File: src/sv/twr_pkg.sv
// ----------------------------------------------------------------------------
// twr_pkg
// Shared types and constants of the moving-window tachometer.
// ----------------------------------------------------------------------------
package twr_pkg;

    localparam int CFG_IDX_W = 3;
    localparam int CFG_DATA_W = 16;

    localparam logic [CFG_IDX_W-1:0] CFG_WINDOW_LEN = 3'd0;
    localparam logic [CFG_IDX_W-1:0] CFG_PULSES_PER_REV = 3'd1;
    localparam logic [CFG_IDX_W-1:0] CFG_WINDOW_TIME_MS = 3'd2;
    localparam logic [CFG_IDX_W-1:0] CFG_THRESHOLD_RPM = 3'd3;
    localparam logic [CFG_IDX_W-1:0] CFG_INVERT_OUT = 3'd4;

    localparam int WLEN_W = 7;
    localparam int PPR_W = 10;
    localparam int MS_W = 14;
    localparam int THR_W = 16;

    localparam logic [WLEN_W-1:0] WLEN_RST = 7'd10;
    localparam logic [PPR_W-1:0] PPR_RST = 10'd1;
    localparam logic [MS_W-1:0] MS_RST = 14'd1000;

    localparam int CNT_W = 32;
    localparam int DIFF_W = 16;
    localparam int Q_W = 16;
    localparam int QCNT_W = 4;
    localparam int DEN_W = MS_W + PPR_W;

    localparam logic [Q_W-1:0] RPM_SCALE = 16'd60000;
    localparam logic [Q_W-1:0] RPM_MAX = 16'hFFFF;

    typedef enum logic [2:0] {
        S_IDLE,
        S_READ,
        S_MUL,
        S_START,
        S_WAIT,
        S_DONE
    } t_state;

    typedef struct packed {
        logic           done;
        logic [Q_W-1:0] quot;
    } t_div_res;

endpackage

File: src/sv/twr_ram.sv
// ----------------------------------------------------------------------------
// twr_ram
// Generic single-write, single-read RAM with registered read data.
// ----------------------------------------------------------------------------
module twr_ram #(
    parameter int WIDTH = 16,
    parameter int DEPTH = 64,
    localparam int ADDR_W = (DEPTH > 1) ? $clog2(DEPTH) : 1
) (
    input  logic              i_clk,
    input  logic              i_we,
    input  logic [ADDR_W-1:0] i_waddr,
    input  logic [WIDTH-1:0]  i_wdata,
    input  logic              i_re,
    input  logic [ADDR_W-1:0] i_raddr,
    output logic [WIDTH-1:0]  o_rdata
);

    logic [WIDTH-1:0] r_mem [DEPTH];
    logic [WIDTH-1:0] r_rdata;

    always_ff @(posedge i_clk) begin
        if (i_we) begin
            r_mem[i_waddr] <= i_wdata;
        end
        if (i_re) begin
            r_rdata <= r_mem[i_raddr];
        end
    end

    assign o_rdata = r_rdata;

endmodule

File: src/sv/twr_div.sv
// ----------------------------------------------------------------------------
// twr_div
// Saturating restoring divider: 16-bit quotient, one bit per cycle.
// ----------------------------------------------------------------------------
module twr_div #(
    parameter int NUM_W = 39
) (
    input  logic                     i_clk,
    input  logic                     i_rst_n,
    input  logic                     i_start,
    input  logic [NUM_W-1:0]         i_num,
    input  logic [twr_pkg::DEN_W-1:0] i_den,
    output twr_pkg::t_div_res        o_res
);

    localparam int DEN_W = twr_pkg::DEN_W;
    localparam int Q_W = twr_pkg::Q_W;
    localparam int CMP_W = NUM_W + DEN_W;

    logic                          r_busy, n_busy;
    logic                          r_done, n_done;
    logic [twr_pkg::QCNT_W-1:0]    r_cnt, n_cnt;
    logic [DEN_W-1:0]              r_rem, n_rem;
    logic [DEN_W-1:0]              r_den, n_den;
    logic [Q_W-1:0]                r_low, n_low;
    logic [Q_W-1:0]                r_q, n_q;
    logic [DEN_W:0]                trial;
    logic [DEN_W:0]                diff;
    logic                          ge;
    logic                          sat;

    always_comb begin
        trial = {r_rem, r_low[Q_W-1]};
        diff = trial - {1'b0, r_den};
        ge = trial >= {1'b0, r_den};
        sat = CMP_W'(i_num) >= (CMP_W'(i_den) << Q_W);

        n_busy = r_busy;
        n_done = 1'b0;
        n_cnt = r_cnt;
        n_rem = r_rem;
        n_den = r_den;
        n_low = r_low;
        n_q = r_q;

        if (i_start) begin
            n_den = i_den;
            n_cnt = '0;
            if (sat) begin
                n_q = twr_pkg::RPM_MAX;
                n_done = 1'b1;
            end else begin
                n_busy = 1'b1;
                n_rem = DEN_W'(i_num >> Q_W);
                n_low = i_num[Q_W-1:0];
                n_q = '0;
            end
        end else if (r_busy) begin
            n_rem = ge ? diff[DEN_W-1:0] : trial[DEN_W-1:0];
            n_q = {r_q[Q_W-2:0], ge};
            n_low = {r_low[Q_W-2:0], 1'b0};
            n_cnt = r_cnt + twr_pkg::QCNT_W'(1);
            if (r_cnt == '1) begin
                n_busy = 1'b0;
                n_done = 1'b1;
            end
        end
    end

    always_ff @(posedge i_clk) begin
        if (!i_rst_n) begin
            r_busy <= 1'b0;
            r_done <= 1'b0;
            r_cnt <= '0;
        end else begin
            r_busy <= n_busy;
            r_done <= n_done;
            r_cnt <= n_cnt;
        end
    end

    always_ff @(posedge i_clk) begin
        r_rem <= n_rem;
        r_den <= n_den;
        r_low <= n_low;
        r_q <= n_q;
    end

    assign o_res.done = r_done;
    assign o_res.quot = r_q;

endmodule

File: src/sv/tachometer_window_rpm_core.sv
// ----------------------------------------------------------------------------
// tachometer_window_rpm_core
// Moving-window tachometer: ring of pulse deltas, running window sum,
// rpm = sum*60000/(window_time_ms*pulses_per_rev) saturated, rpm or
// threshold-state reporting on change.
// ----------------------------------------------------------------------------
//  channel | direction | handshake                  | payload
//  s       | in        | i_s_tvalid / o_s_tready    | counter_value [31:0]
//  m       | out       | o_m_tvalid / i_m_tready    | report_value  [15:0]
//  cfg     | in        | i_cfg_valid / o_cfg_ready  | index [2:0], data [15:0]
//
//  Each tick passes these steps from acceptance until its result is registered:
//  ring read/modify/write, a multiply state, a divider start state, then the 16-step divider loop.
//  A tick that saturates skips the divider loop.
//  Reset clears state and control registers; the ring RAM is not cleared and is tracked by the fill count.
//  A pending result does not block acceptance; a new result waits while an older one is pending without i_m_tready.
// ----------------------------------------------------------------------------
module tachometer_window_rpm_core #(
    parameter int RING_DEPTH = 64
) (
    input  logic                            i_clk,
    input  logic                            i_rst_n,
    input  logic                            i_s_tvalid,
    output logic                            o_s_tready,
    input  logic [31:0]                     i_s_tdata,   // [31:0] counter_value
    output logic                            o_m_tvalid,
    input  logic                            i_m_tready,
    output logic [15:0]                     o_m_tdata,   // [15:0] report_value
    input  logic                            i_cfg_valid,
    output logic                            o_cfg_ready,
    input  logic [twr_pkg::CFG_IDX_W-1:0]   i_cfg_index,
    input  logic [twr_pkg::CFG_DATA_W-1:0]  i_cfg_data
);

    localparam int ADDR_W = (RING_DEPTH > 1) ? $clog2(RING_DEPTH) : 1;
    localparam int LEN_W = $clog2(RING_DEPTH + 1);
    localparam int SUM_W = twr_pkg::DIFF_W + LEN_W;
    localparam int NUM_W = SUM_W + twr_pkg::Q_W;
    localparam int DEN_W = twr_pkg::DEN_W;

    twr_pkg::t_state                 r_state, n_state;
    logic [twr_pkg::WLEN_W-1:0]      r_wlen, n_wlen;
    logic [twr_pkg::PPR_W-1:0]       r_ppr, n_ppr;
    logic [twr_pkg::MS_W-1:0]        r_ms, n_ms;
    logic [twr_pkg::THR_W-1:0]       r_thr, n_thr;
    logic                            r_inv, n_inv;
    logic [ADDR_W-1:0]               r_head, n_head;
    logic [LEN_W-1:0]                r_fill, n_fill;
    logic [twr_pkg::CNT_W-1:0]       r_last, n_last;
    logic [SUM_W-1:0]                r_sum, n_sum;
    logic [twr_pkg::Q_W-1:0]         r_rpm_prev, n_rpm_prev;
    logic                            r_bin_prev, n_bin_prev;
    logic                            r_m_valid, n_m_valid;
    logic [twr_pkg::Q_W-1:0]         r_m_data, n_m_data;
    logic [twr_pkg::DIFF_W-1:0]      r_diff, n_diff;
    logic [NUM_W-1:0]                r_num, n_num;
    logic [DEN_W-1:0]                r_den, n_den;

    logic [LEN_W-1:0]                eff_len;
    logic [twr_pkg::MS_W-1:0]        ms_eff;
    logic [twr_pkg::PPR_W-1:0]       ppr_eff;
    logic [twr_pkg::DIFF_W-1:0]      old_val;
    logic [twr_pkg::DIFF_W-1:0]      ram_rdata;
    logic [LEN_W-1:0]                head_inc;
    logic                            s_acc;
    logic                            ram_we;
    logic                            div_start;
    logic                            bin;
    logic                            emit;
    logic                            out_free;
    twr_pkg::t_div_res               div_res;

    twr_ram #(
        .WIDTH (twr_pkg::DIFF_W),
        .DEPTH (RING_DEPTH)
    ) u_ring (
        .i_clk   (i_clk),
        .i_we    (ram_we),
        .i_waddr (r_head),
        .i_wdata (r_diff),
        .i_re    (s_acc),
        .i_raddr (r_head),
        .o_rdata (ram_rdata)
    );

    twr_div #(
        .NUM_W (NUM_W)
    ) u_div (
        .i_clk   (i_clk),
        .i_rst_n (i_rst_n),
        .i_start (div_start),
        .i_num   (r_num),
        .i_den   (r_den),
        .o_res   (div_res)
    );

    assign o_s_tready = (r_state == twr_pkg::S_IDLE);
    assign o_cfg_ready = 1'b1;
    assign o_m_tvalid = r_m_valid;
    assign o_m_tdata = r_m_data;
    assign s_acc = i_s_tvalid && o_s_tready;
    assign ram_we = (r_state == twr_pkg::S_READ);
    assign div_start = (r_state == twr_pkg::S_START);

    always_comb begin
        priority if (r_wlen == '0) begin
            eff_len = LEN_W'(1);
        end else if (32'(r_wlen) > 32'(RING_DEPTH)) begin
            eff_len = LEN_W'(RING_DEPTH);
        end else begin
            eff_len = LEN_W'(r_wlen);
        end
        ms_eff = (r_ms == '0) ? twr_pkg::MS_W'(1) : r_ms;
        ppr_eff = (r_ppr == '0) ? twr_pkg::PPR_W'(1) : r_ppr;
        old_val = (r_fill == eff_len) ? ram_rdata : '0;
        head_inc = LEN_W'(r_head) + LEN_W'(1);
        bin = (div_res.quot >= r_thr) ^ r_inv;
        emit = (div_res.quot != r_rpm_prev)
            && ((r_thr == '0) || (bin != r_bin_prev));
        out_free = !r_m_valid || i_m_tready;
    end

    always_comb begin
        n_state = r_state;
        n_wlen = r_wlen;
        n_ppr = r_ppr;
        n_ms = r_ms;
        n_thr = r_thr;
        n_inv = r_inv;
        n_head = r_head;
        n_fill = r_fill;
        n_last = r_last;
        n_sum = r_sum;
        n_rpm_prev = r_rpm_prev;
        n_bin_prev = r_bin_prev;
        n_m_valid = r_m_valid && !i_m_tready;
        n_m_data = r_m_data;
        n_diff = r_diff;
        n_num = r_num;
        n_den = r_den;

        unique case (r_state)
            twr_pkg::S_IDLE: begin
                if (s_acc) begin
                    n_diff = twr_pkg::DIFF_W'(i_s_tdata - r_last);
                    n_last = i_s_tdata;
                    n_state = twr_pkg::S_READ;
                end
            end
            twr_pkg::S_READ: begin
                n_sum = r_sum - SUM_W'(old_val) + SUM_W'(r_diff);
                n_head = (head_inc == eff_len) ? '0 : head_inc[ADDR_W-1:0];
                if (r_fill < eff_len) begin
                    n_fill = r_fill + LEN_W'(1);
                end
                n_state = twr_pkg::S_MUL;
            end
            twr_pkg::S_MUL: begin
                n_num = NUM_W'(r_sum) * NUM_W'(twr_pkg::RPM_SCALE);
                n_den = DEN_W'(ms_eff) * DEN_W'(ppr_eff);
                n_state = twr_pkg::S_START;
            end
            twr_pkg::S_START: begin
                n_state = twr_pkg::S_WAIT;
            end
            twr_pkg::S_WAIT: begin
                if (div_res.done) begin
                    n_state = twr_pkg::S_DONE;
                end
            end
            twr_pkg::S_DONE: begin
                if (!emit) begin
                    n_rpm_prev = div_res.quot;
                    n_state = twr_pkg::S_IDLE;
                end else if (out_free) begin
                    n_rpm_prev = div_res.quot;
                    n_m_valid = 1'b1;
                    if (r_thr == '0) begin
                        n_m_data = div_res.quot;
                    end else begin
                        n_bin_prev = bin;
                        n_m_data = twr_pkg::Q_W'(bin);
                    end
                    n_state = twr_pkg::S_IDLE;
                end
            end
            default: begin
                n_state = twr_pkg::S_IDLE;
            end
        endcase

        if (i_cfg_valid) begin
            unique case (i_cfg_index)
                twr_pkg::CFG_WINDOW_LEN: begin
                    n_wlen = i_cfg_data[twr_pkg::WLEN_W-1:0];
                    n_head = '0;
                    n_fill = '0;
                    n_sum = '0;
                end
                twr_pkg::CFG_PULSES_PER_REV: n_ppr = i_cfg_data[twr_pkg::PPR_W-1:0];
                twr_pkg::CFG_WINDOW_TIME_MS: n_ms = i_cfg_data[twr_pkg::MS_W-1:0];
                twr_pkg::CFG_THRESHOLD_RPM: n_thr = i_cfg_data[twr_pkg::THR_W-1:0];
                twr_pkg::CFG_INVERT_OUT: n_inv = i_cfg_data[0];
                default: begin
                end
            endcase
        end
    end

    always_ff @(posedge i_clk) begin
        if (!i_rst_n) begin
            r_state <= twr_pkg::S_IDLE;
            r_wlen <= twr_pkg::WLEN_RST;
            r_ppr <= twr_pkg::PPR_RST;
            r_ms <= twr_pkg::MS_RST;
            r_thr <= '0;
            r_inv <= 1'b0;
            r_head <= '0;
            r_fill <= '0;
            r_last <= '0;
            r_sum <= '0;
            r_rpm_prev <= '0;
            r_bin_prev <= 1'b0;
            r_m_valid <= 1'b0;
        end else begin
            r_state <= n_state;
            r_wlen <= n_wlen;
            r_ppr <= n_ppr;
            r_ms <= n_ms;
            r_thr <= n_thr;
            r_inv <= n_inv;
            r_head <= n_head;
            r_fill <= n_fill;
            r_last <= n_last;
            r_sum <= n_sum;
            r_rpm_prev <= n_rpm_prev;
            r_bin_prev <= n_bin_prev;
            r_m_valid <= n_m_valid;
        end
    end

    always_ff @(posedge i_clk) begin
        r_m_data <= n_m_data;
        r_diff <= n_diff;
        r_num <= n_num;
        r_den <= n_den;
    end

endmodule
File: config.mk
export PLATFORM = sky130hd
export DESIGN_NAME = tachometer_window_rpm_core
export DESIGN_NICKNAME = d
export VERILOG_FILES = /design/src/sv/twr_pkg.sv /design/src/sv/twr_ram.sv /design/src/sv/twr_div.sv /design/src/sv/tachometer_window_rpm_core.sv
export SDC_FILE = /design/constraint.sdc
export NUM_CORES = 2
export LEC_CHECK = 0
export ABC_AREA = 0
export BUFFER_PORTS_ARGS = -buffer_cell sky130_fd_sc_hd__buf_2
export CORE_ASPECT_RATIO = 0.9
export CORE_MARGIN = 2
export CORE_UTILIZATION = 57
export DETAILED_ROUTE_END_ITERATION = 10
export HOLD_SLACK_MARGIN = 0.06
export PLACE_DENSITY = 0.76
export SLEW_MARGIN = 30
export SYNTH_ARGS = -nofsm -noshare
export SYNTH_HDL_FRONTEND = slang
export SYNTH_SLANG_ARGS = --single-unit
File: constraint.sdc
create_clock -name i_clk -period 4.8 [get_ports i_clk]
set_input_delay 0.24 -clock i_clk [delete_from_list [all_inputs] [get_ports i_clk]]
set_output_delay 0.24 -clock i_clk [all_outputs]
set_load 0.1 [all_outputs]
# Word level (Yosys, flattened, before mapping)
# Memories as Yosys holds them, arrays and structs flattened. A register that Yosys moved wholly into a read port is not among the register bits.
# Index checks and enable logic that the tools add are counted.
[word_totals]
ram_bits = 1024
wordCells = 135
n_memories = 1
register_bits = 297
[memory_table]
columns = ["memory", "depth", "width", "rd", "rd_ports_with_merged_regs", "write_ports", "line_no", "source"]
rows = [
  ["u_ring.r_mem", 64, 16, 1, 1, 1, "twr_ram.sv:19", "logic [WIDTH-1:0] r_mem [DEPTH];"],
]
[classes]
bitwise_logic = 3
eq_ne = 19
reduce_logical = 26
mux = 47
n_mul = 2
order_cmp = 5
add_sub_neg = 7
[op_table]
columns = ["op", "n"]
rows = [
  ["two-way mux 16 bit", 9],
  ["two-way mux 24 bit", 4],
  ["two-way mux 23 bit", 3],
  ["two-way mux 7 bit", 6],
  [">= comparator 39 x 40 -> 1 bit", 1],
  ["multiplier 23 x 11 -> 34 bit (second input constant)", 1],
  [">= comparator 25 x 24 -> 1 bit", 1],
  ["multiplier 14 x 10 -> 24 bit", 1],
  ["two-way mux 6 bit", 4],
  ["subtractor 24 bit", 1],
  ["adder 23 x 16 -> 23 bit", 1],
  ["subtractor 23 x 16 -> 23 bit", 1],
  ["case mux 3 bit (6 select lines)", 1],
  [">= comparator 16 bit", 1],
  ["zero test 16 bit", 1],
  ["inequality test 16 bit", 1],
  ["AND reduction 2 bit", 8],
  ["subtractor 16 bit", 1],
  ["== test 7 bit", 2],
  ["zero test 14 bit", 1],
  ["two-way mux 1 bit", 14],
  ["two-way mux 14 bit", 1],
  ["== test 3 x 2 -> 1 bit (second input constant)", 4],
  ["two-way mux 3 bit", 4],
  ["25 further kinds", 37],
]

# Depth between registers and ports, before layout
[logic_depth]
word_depth = 10
depth_mapped = 22
ltp_nobuf = 22

# By module
# A second synthesis with hierarchy kept.
[hier_totals]
hier_cells = 4418
hier_area_um2 = 65297.6
[by_module_without_submodules]
columns = ["module", "seq_area_each_um2", "area_per_inst_um2", "n_inst", "cells_per_inst"]
rows = [
  ["twr_ram", 31230.0, 40202.3, 1, 1829],
  ["tachometer_window_rpm_core", 5124.9, 19663.9, 1, 2085],
  ["twr_div", 2522.4, 5431.5, 1, 504],
]

# Worst setup path before layout
# No wires, ideal clock.
[synth_timing]
path_type = "register -> register"
start = "register r_ms[4] in the netlist's numbering"
end = "register r_den[22] (data pin)"
setup_time_ps = 257
period_less_slack_ps = 5334
t_arrival_ps = 5077
path_slack_ps = -534
path_stages_with_launch = 22
path_cell_list = "dfxtp_1 -> nor4_1 -> a41oi_1 -> nand2b_1 -> fa_1 -> fa_1 -> inv_1 -> fa_1 -> fa_1 -> inv_1 -> fa_1 -> inv_1 -> ha_1 -> a21oi_1 -> o21ai_0 -> or3_1 -> o211ai_1 -> a31o_2 -> nor2b_1 -> o21ai_0 -> nand2b_1 -> xor2_1"
[synth_between]
elab_chain_cells = 3
[synth_lines]
columns = ["element", "line_no", "source"]
rows = [
  ["from (decl)", "tachometer_window_rpm_core.sv:44", "logic [twr_pkg::MS_W-1:0] r_ms, n_ms;"],
  ["from (signal assigned)", "tachometer_window_rpm_core.sv:215", "r_ms <= twr_pkg::MS_RST;"],
  ["from (signal assigned)", "tachometer_window_rpm_core.sv:229", "r_ms <= n_ms;"],
  ["zero test 14 bit", "tachometer_window_rpm_core.sv:113", "ms_eff = (r_ms == '0) ? twr_pkg::MS_W'(1) : r_ms;"],
  ["two-way mux 14 bit *", "tachometer_window_rpm_core.sv:113", ""],
  ["multiplier 14 x 10 -> 24 bit *", "tachometer_window_rpm_core.sv:160", "n_den = DEN_W'(ms_eff) * DEN_W'(ppr_eff);"],
  ["to (signal assigned)", "tachometer_window_rpm_core.sv:246", "r_den <= n_den;"],
  ["to (decl)", "tachometer_window_rpm_core.sv:57", "logic [DEN_W-1:0] r_den, n_den;"],
]
# Mark *: on every way between the ends. The rest lies on a longest branch, timed or not.
# A chain may end at the register's enable or synchronous reset.

# Worst setup path after layout
[layout_timing]
start = "register r_ms[1] in the netlist's numbering"
end = "register r_den[22] (data pin)"
# The elaborated chain is that of the path after synthesis.

==> summary.txt <==
Synth Cell Area = 62,300 µm²
Worst-Skew Late Latency = 0.78 ns
Synth Register Bits = 1,332
remaining global-route overflow = 0
die area = 112,000 µm²
Final Hold Vio Count = 0
initial core utilization = 57.2%
WL final = 158,000 µm
Crit. Startpoint = r_ms[1]
Sum Neg Setup Slack = -6.25 ns
Seq/Total Area, Yosys = 62.2%
leading area contributor after synthesis = edfxtp_1
startpoint types = flop
core area = 109,000 µm²
post-synthesis cell count = 4,610
hold path cells = 3
MaxCap Viol Count = 0
initial antenna violation count = 3
vias in the first global route = 40,294
first-pass GRT wire length = 238,000 µm
H-tree levels = 4
Leak = 26.5 nW
final clock skew = 0.0415 ns
final worst slack = -0.690 ns
crit path capture = r_den[22]
Reg-to-Reg End = r_den[22]
Worst setup EP type = flop
CP arrival = 6.00 ns
share of cells above drive strength 1 = 14.4%
smallest hold slack = 0.206 ns
worst r2r path cells = 21
most frequent cell after synthesis = edfxtp_1
Syn Nets = 5,135
global-route usage over all layers = 27.8%
CTS tree = yes
Syn Area/Cell = 13.5 µm²
Yosys top cell area share = 58.1%
clock buffer depth = 3
worst r2r src = r_ms[1]
R2R Setup Slk = -0.69 ns
Layout area overhead = 15.0%
final setup fails = 22
ANT cells = 0
DIE HEIGHT = 318 µm
clk slew on worst S/H paths = 0.06 ns
fin crit period = 5.49 ns
drt drc = 0
worst IR drop on VDD = 523 µV
prevailing post-synth register cell = edfxtp_1
Clock Sinks = 1,332
RSZ-0062 raised after global routing = yes
row count = 115
pin count of the biggest net entering global routing = 106
top cells by area, synth = edfxtp_1 (58%), fa_1 (6.7%), ha_1 (5.2%), dfxtp_1 (4.1%), a22oi_1 (3.9%)
fin nets = 5,459
placer congestion estimate = 0.890
CP Data Required Time = 5.31 ns
die width = 352 µm
YS warnings = 0
failing checks = setup timing
status = finished, violations left
Iter 0 DRT Violations = 4,898
Ports = 75
Clk Tree Root Cell = clkbuf_16
Worst Path Max Fanout = 2
Post-synth EDFFs = 1,205
vias per cell = 6.24
total number of vias = 40,520
top post-synthesis cells by count = edfxtp_1 (1,205), nand2_1 (392), inv_1 (352), a22oi_1 (321), ha_1 (261)
Place WS = -0.726 ns
Final ANT Viol Nets = 0
Fmax achieved = 182 MHz
buffers added on ports = 57
post-synthesis cell type count = 80
async set or reset register ratio after synthesis = 0%
Num CTS Buffers = 130
post-DP HPWL = 97,500 µm
Hold/Removal Path Class = in2reg
worst slew pin tran = 1.07 ns
part of the cycle the worst path needs = 114%
WS Path Type = reg2reg
Slew Viols, Final = 0
relative slew slack = 27.9%
drt pass-1 iters = 5
pwr dens = 484 nW/µm²
WL per Instance = 24.4 µm
## power breakdown
part	internal (mW)	switching [mW]	total, mW	leakage (nW)
clock network	5.72	4.53	10.2	2.06
registers	13.7	0.358	14.0	11.9
logic	4.52	5.84	10.4	12.5
## sequential cells by signal (all words and copies together) (netlist names), 3 cells and up
name            count
r_fill              7
u_div.r_den        24
r_state             3
u_div.r_cnt         4
u_div.r_rem        24
o_m_tdata          16
u_ring.o_rdata     16
r_head              6
r_sum              23
u_div.r_low        11
r_den              24
r_thr              16
u_ring.r_mem     1024
u_div.r_q          16
r_num              34
r_rpm_prev         16
r_diff             16
r_ppr              10
r_last             16
r_wlen              7
r_ms               14
## kinds of logic (layout without fill, tap and decap cells)
group / Yosys count / in the layout / synth area share (%)
DFF: 1332 / 1332 / 62.2
and+or+nand+nor: 978 / 978 / 7.48
muxes: 15 / 15 / 0.241
other: 1 / 1 / 0.00602
adders and majority gates: 469 / 469 / 11.9
buffers and inverters: 576 / 998 / 3.57
xor gates and xnor gates: 129 / 129 / 1.81
AOI/OAI and AO/OA: 1110 / 1110 / 12.8
## routing by layer
layer	share of wire, %	wire (µm)	vias to the layer above	track usage, %
met5	0.0082	13	-	0
met4	4.6	7220	2	13.4
met3	9.5	15000	389	5.17
met2	49	77200	2214	46.0
met1	37	58800	19998	35.5
li1	-	-	17917	-
## area by class of cell
cell class | instances | area, µm²
clock buffers | 158 | 3390
clock inverters | 72 | 872
fillers | 7432 | 37200
inverters | 353 | 1330
multi-input cells | 2702 | 22100
flip-flops and latches | 1332 | 38800
well taps | 1462 | 1830
repair buffers | 415 | 3310
## critical path: stages (launching register included)
cell and delay, ns:
dfxtp_1 0.32, nor4_2 0.42, a41oi_4 0.18, nand2b_4 0.18, fa_2 0.54, fa_2 0.44
inv_2 0.07, fa_2 0.43, fa_1 0.48, inv_1 0.05, fa_2 0.52, inv_2 0.04
ha_4 0.16, a21oi_4 0.13, o21ai_2 0.08, or3_1 0.34, o211ai_1 0.25, a31o_2 0.21
nor2b_1 0.05, o21ai_1 0.11, nand2b_1 0.08, xor2_1 0.14
## per-stage QoR
step | std cells | total power, mW | util, % | cell area [µm²]
after global routing | 6494 | 36.3 | 65.8 | 71600
after detailed placement | 6204 | 23.7 | 60.9 | 66200
after floorplan | 4610 | 20.8 | - | 62600
after CTS | 6478 | 34.1 | 65.3 | 71100
after global placement | 6203 | 23.4 | 60.9 | 66200
final | 6494 | 34.7 | 65.8 | 71600
## timing repair
| action | in CTS | in global routing |
|---|---|---|
| endpoints found under the setup margin | 25 | 36 |
| setup buffers | 7 | 16 |
| gates resized for setup | 35 | 94 |
| hold buffers | 38 | 0 |
| pin swaps | 19 | 53 |
| hold endpoints to repair | 76 | 0 |
| gates cloned | 0 | 0 |
## worst min path at each step
stage / start / end / slack [ns]
floorplan: i_cfg_data[7] / r_ms[7] / 0.36
global placement: r_den[17] / u_div.r_den[17] / 0.45
detailed placement: r_den[17] / u_div.r_den[17] / 0.44
CTS: i_rst_n / r_sum[21] / 0.18
global route: i_rst_n / r_ppr[0] / 0.23
finish: i_rst_n / r_ms[3] / 0.21
## placed cells by master, fill, tap and decap left out, drive strengths merged, types with 91 or more instances in the layout
cell type  Yosys  layout
clkbuf       161     158
ha           261     261
xnor2         92      92
a21oi        161     161
a31oi        106     106
nor2         177     177
nand2        392     392
buf           62     377
inv          352     359
dfxtp        127     127
fa           208     208
a22o          96      96
edfxtp      1205    1205
a22oi        321     321
a221oi        99      99
and2         103     103
o21ai         91      91
(Power assumes the default switching activity.)
